### config.mk
export PLATFORM = sky130hd
export DESIGN_NAME = gb3_front
export DESIGN_NICKNAME = d
export VERILOG_FILES = /design/src/rtl/core/gb3_pkg.sv /design/src/rtl/core/gb3_front.sv
export SDC_FILE = /design/constraint.sdc
export NUM_CORES = 1
export LEC_CHECK = 0
export BUFFER_PORTS_ARGS = -buffer_cell sky130_fd_sc_hd__buf_2
export CAP_MARGIN = 0
export CORE_AREA = 3 3 40 42
export DETAILED_ROUTE_END_ITERATION = 16
export DIE_AREA = 0 0 43 45
export PLACE_DENSITY_LB_ADDON = 0.15
export SLEW_MARGIN = 20
export SYNTH_ARGS = -nofsm -noshare
export SYNTH_HDL_FRONTEND = slang
export SYNTH_SLANG_ARGS = --single-unit
### constraint.sdc
create_clock -name vclk -period 0.9
set_input_delay 0.18 -clock vclk [all_inputs]
set_output_delay 0.18 -clock vclk [all_outputs]
set_load 0.05 [all_outputs]
### src/rtl/core/gb3_pkg.sv
package gb3_pkg;

  localparam int MaxWidth  = 1024;
  localparam int MaxHeight = 1024;
  localparam int ColW      = $clog2(MaxWidth);
  localparam int DimW      = 11;
  localparam int WeightW   = 16;
  localparam int AddrW     = 3;
  localparam int QueueDepth = 4;
  localparam int QueuePtrW  = $clog2(QueueDepth);

  localparam logic [AddrW-1:0] RegLineWidth   = 3'd0;
  localparam logic [AddrW-1:0] RegFrameHeight = 3'd1;
  localparam logic [AddrW-1:0] RegWeightCtr   = 3'd2;
  localparam logic [AddrW-1:0] RegWeightEdge  = 3'd3;
  localparam logic [AddrW-1:0] RegWeightCorn  = 3'd4;

  typedef struct packed {
    logic [7:0] pixel_in;
    logic       first_of_frame;
    logic       flush;
  } in_beat_t;

  typedef struct packed {
    logic [7:0] pixel_out;
    logic       last_of_frame;
  } out_beat_t;

  // One classified item handed from front to back.
  typedef struct packed {
    logic [7:0]  pix;
    logic        first;
    logic        flush;
    logic [DimW-1:0] w;
    logic [DimW-1:0] h;
  } work_t;

  typedef struct packed {
    logic [WeightW-1:0] center;
    logic [WeightW-1:0] edge_w;
    logic [WeightW-1:0] corner;
  } weights_t;

  function automatic logic [DimW-1:0] clamp_dim(input logic [DimW-1:0] v,
                                               input logic [DimW-1:0] maxv);
    logic [DimW-1:0] r;
    begin
      r = v;
      if (v < DimW'(3)) r = DimW'(3);
      else if (v > maxv) r = maxv;
      return r;
    end
  endfunction

endpackage

### src/rtl/core/gb3_front.sv
module gb3_front import gb3_pkg::*; (
  input  logic            in_valid,
  input  in_beat_t        in_data,
  input  logic [DimW-1:0] line_width,
  input  logic [DimW-1:0] frame_height,
  input  logic            q_full,
  output logic            in_stall,
  output logic            q_push,
  output work_t           q_data
);
  // Tag each beat; idle flushes are dropped in the back, which owns the frame position.
  assign in_stall = q_full;
  assign q_push = in_valid && !q_full;

  always_comb begin
    q_data.pix   = in_data.flush ? 8'd0 : in_data.pixel_in;
    q_data.first = in_data.first_of_frame;
    q_data.flush = in_data.flush;
    q_data.w     = clamp_dim(line_width, DimW'(MaxWidth));
    q_data.h     = clamp_dim(frame_height, DimW'(MaxHeight));
  end
endmodule

==> flow_summary.ini <==
[power]
ir_worst_vdd_mv = 0.4906
p_leak_nw = 0.5629
power_density_nw_per_um2 = 711.6

[route]
dr.pass1.iters = 2
routedWlPerCell_um = 17.13
drt_iter0_drc = 1
drc = 0
wl_mm = 2.227
vias = 591
via_per_inst = 4.546
postRouteAntennaNets = 0

[setup_path]
start_kind = input port
end_kind = output pin
max_stage_delay_ns = 0.35
critPathKind = input port to output pin
crit_fanout = 2
cp.required_ns = 0.72
slowest_stage = nor4_4
path_cells = buf_6, nor4_4, a21oi_2, nor2_4, buf_8
cp_data_arrival_time_ns = 1.05

[sta]
slew_headroom = 0.7946
setup_viol = 5
worst_slew_pin_slew_ns = 0.3058
period_needed_ns = 1.231
timing_hold_violations_final = 0
min_period_over_period = 1.368
fmax_ghz = 0.8123
rsz0062_at_grt = yes
final.setup.worst_slack_ns = -0.3310
slew_violations = 0

[floorplan]
ioPinCount = 68
rows = 13
initial_core_util = 0.2444
die_h_um = 45
die_width_um = 43
dieArea_um2 = 1935
coreArea_um2 = 1285

[cells_and_area]
final-seq-area_um2 = 0
n_antenna_cell = 0
final_area_um2 = 1145
clock_buffers = 0
finalNetCount = 151
syn_to_final_growth_pct = 264.5
nFlopsAndLatches = 0
fillers = 66
layout-drive-gt1-share = 1.000
fin_util = 0.8909

[status]
violations = setup timing
status = finished, violations left

[placement]
place_congestion = 0.7223
portBuffers = 66
place_area_um2 = 845.8
hpwl_mm = 1.353

[synth]
synth_cells = 44
synth_cell_types = 9
synth.largest_area_cell = nor2b_1
synthTopCellsByArea = nor2b_1 (26%), and2b_1 (24%), nor4_4 (14%), nor4_2 (8.0%), buf_4 (7.2%)
syn_avg_cell_area_um2 = 7.138
netlist_area_um2 = 314.1
seq_area_frac_synth = 0
synth_top_area_frac = 0.2590
syn-num-nets = 78
ys_warn_count = 0

[grt]
antenna_found_initial = 0
grt_start_max_net_pins = 11
grt_use_total = 0.1857
gr-total-overflow = 0
grt_pass1_vias = 606
grt_pass1_wl_mm = 2.760

[hold_path]
hold_path_class = input port to output pin

[run]
cap_viol_max_count = 0
## layout by cell type, fill, tap and decap left out, drive strengths merged
cell	count
buf	77
nor2b	13
and2b	12
nor4	4
a21oi	4
nor2	4
clkbuf	1
## critical path, delay by kind of cell
family / cells / cell delay, ns
and+or+nand+nor: 2 / 0.48
AOI/OAI and AO/OA: 1 / 0.14
buffers and inverters: 2 / 0.25
## metal layers
| layer | vias to the layer above | GRT usage | part of all wire |
|---|---|---|---|
| met5 | - | 0 | 0 |
| met4 | 0 | 0 | 0.011 |
| met3 | 2 | 0.03187 | 0.097 |
| met2 | 44 | 0.4192 | 0.61 |
| met1 | 263 | 0.1810 | 0.29 |
| li1 | 282 | - | - |
## Yosys cell counts
cell,instances
clkbuf_1,4
nor2b_1,13
a21oi_1,4
nor4_4,2
nor2_1,4
and2b_1,10
nor4_2,2
and2b_2,2
buf_4,3
## final timing paths
check | startpoint | end | slack, ns | cells past startpoint
max | line_width[4] | q_data[11] | -0.33 | 5
min | in_data[1] | q_data[23] | 0.36 | 0
## area by class of cell
type | instances | area (µm²) | area share
repair buffers | 78 | 696.9 | 0.6087
well taps | 15 | 18.77 | 0.01639
multi-input cells | 37 | 429.2 | 0.3749
## power by group
part | internal [W] | total (W) | leakage, nW | switching (W)
Sequential | 0 | 0 | 0 | 0
Clock | 0 | 0 | 0 | 0
Combinational | 0.000358 | 0.000815 | 0.563 | 0.000457
Total | 0.000358 | 0.000815 | 0.563 | 0.000457
## cells by family after synthesis
family,Yosys count,share of synthesized area
simple gates,33,0.8167
compound gates,4,0.06375
buf+inv,7,0.1195
## metrics by stage
step	TNS [ns]	hold slack, ns	std cells	setup slack [ns]	total power, W
4_1_cts	-1.080	0.3606	130	-0.2772	0.0007480
3_3_place_gp	-3.245	0.3606	129	-0.3895	0.0006373
5_1_grt	-1.447	0.3601	130	-0.3873	0.0008400
3_5_place_dp	-3.410	0.3606	129	-0.3954	0.0006422
2_1_floorplan	-0.7818	0.4552	44	-0.1593	0.0004421
6_report	-1.233	0.3604	130	-0.3310	0.0008146
## what timing repair did
item | CTS | global route
gates resized for setup | 60 | 28
pin swaps | 9 | 9
buffers inserted | 1 | 1
hold buffers | 0 | 0
setup endpoints to repair | 28 | 18
Power figures use the tool's default switching activity.
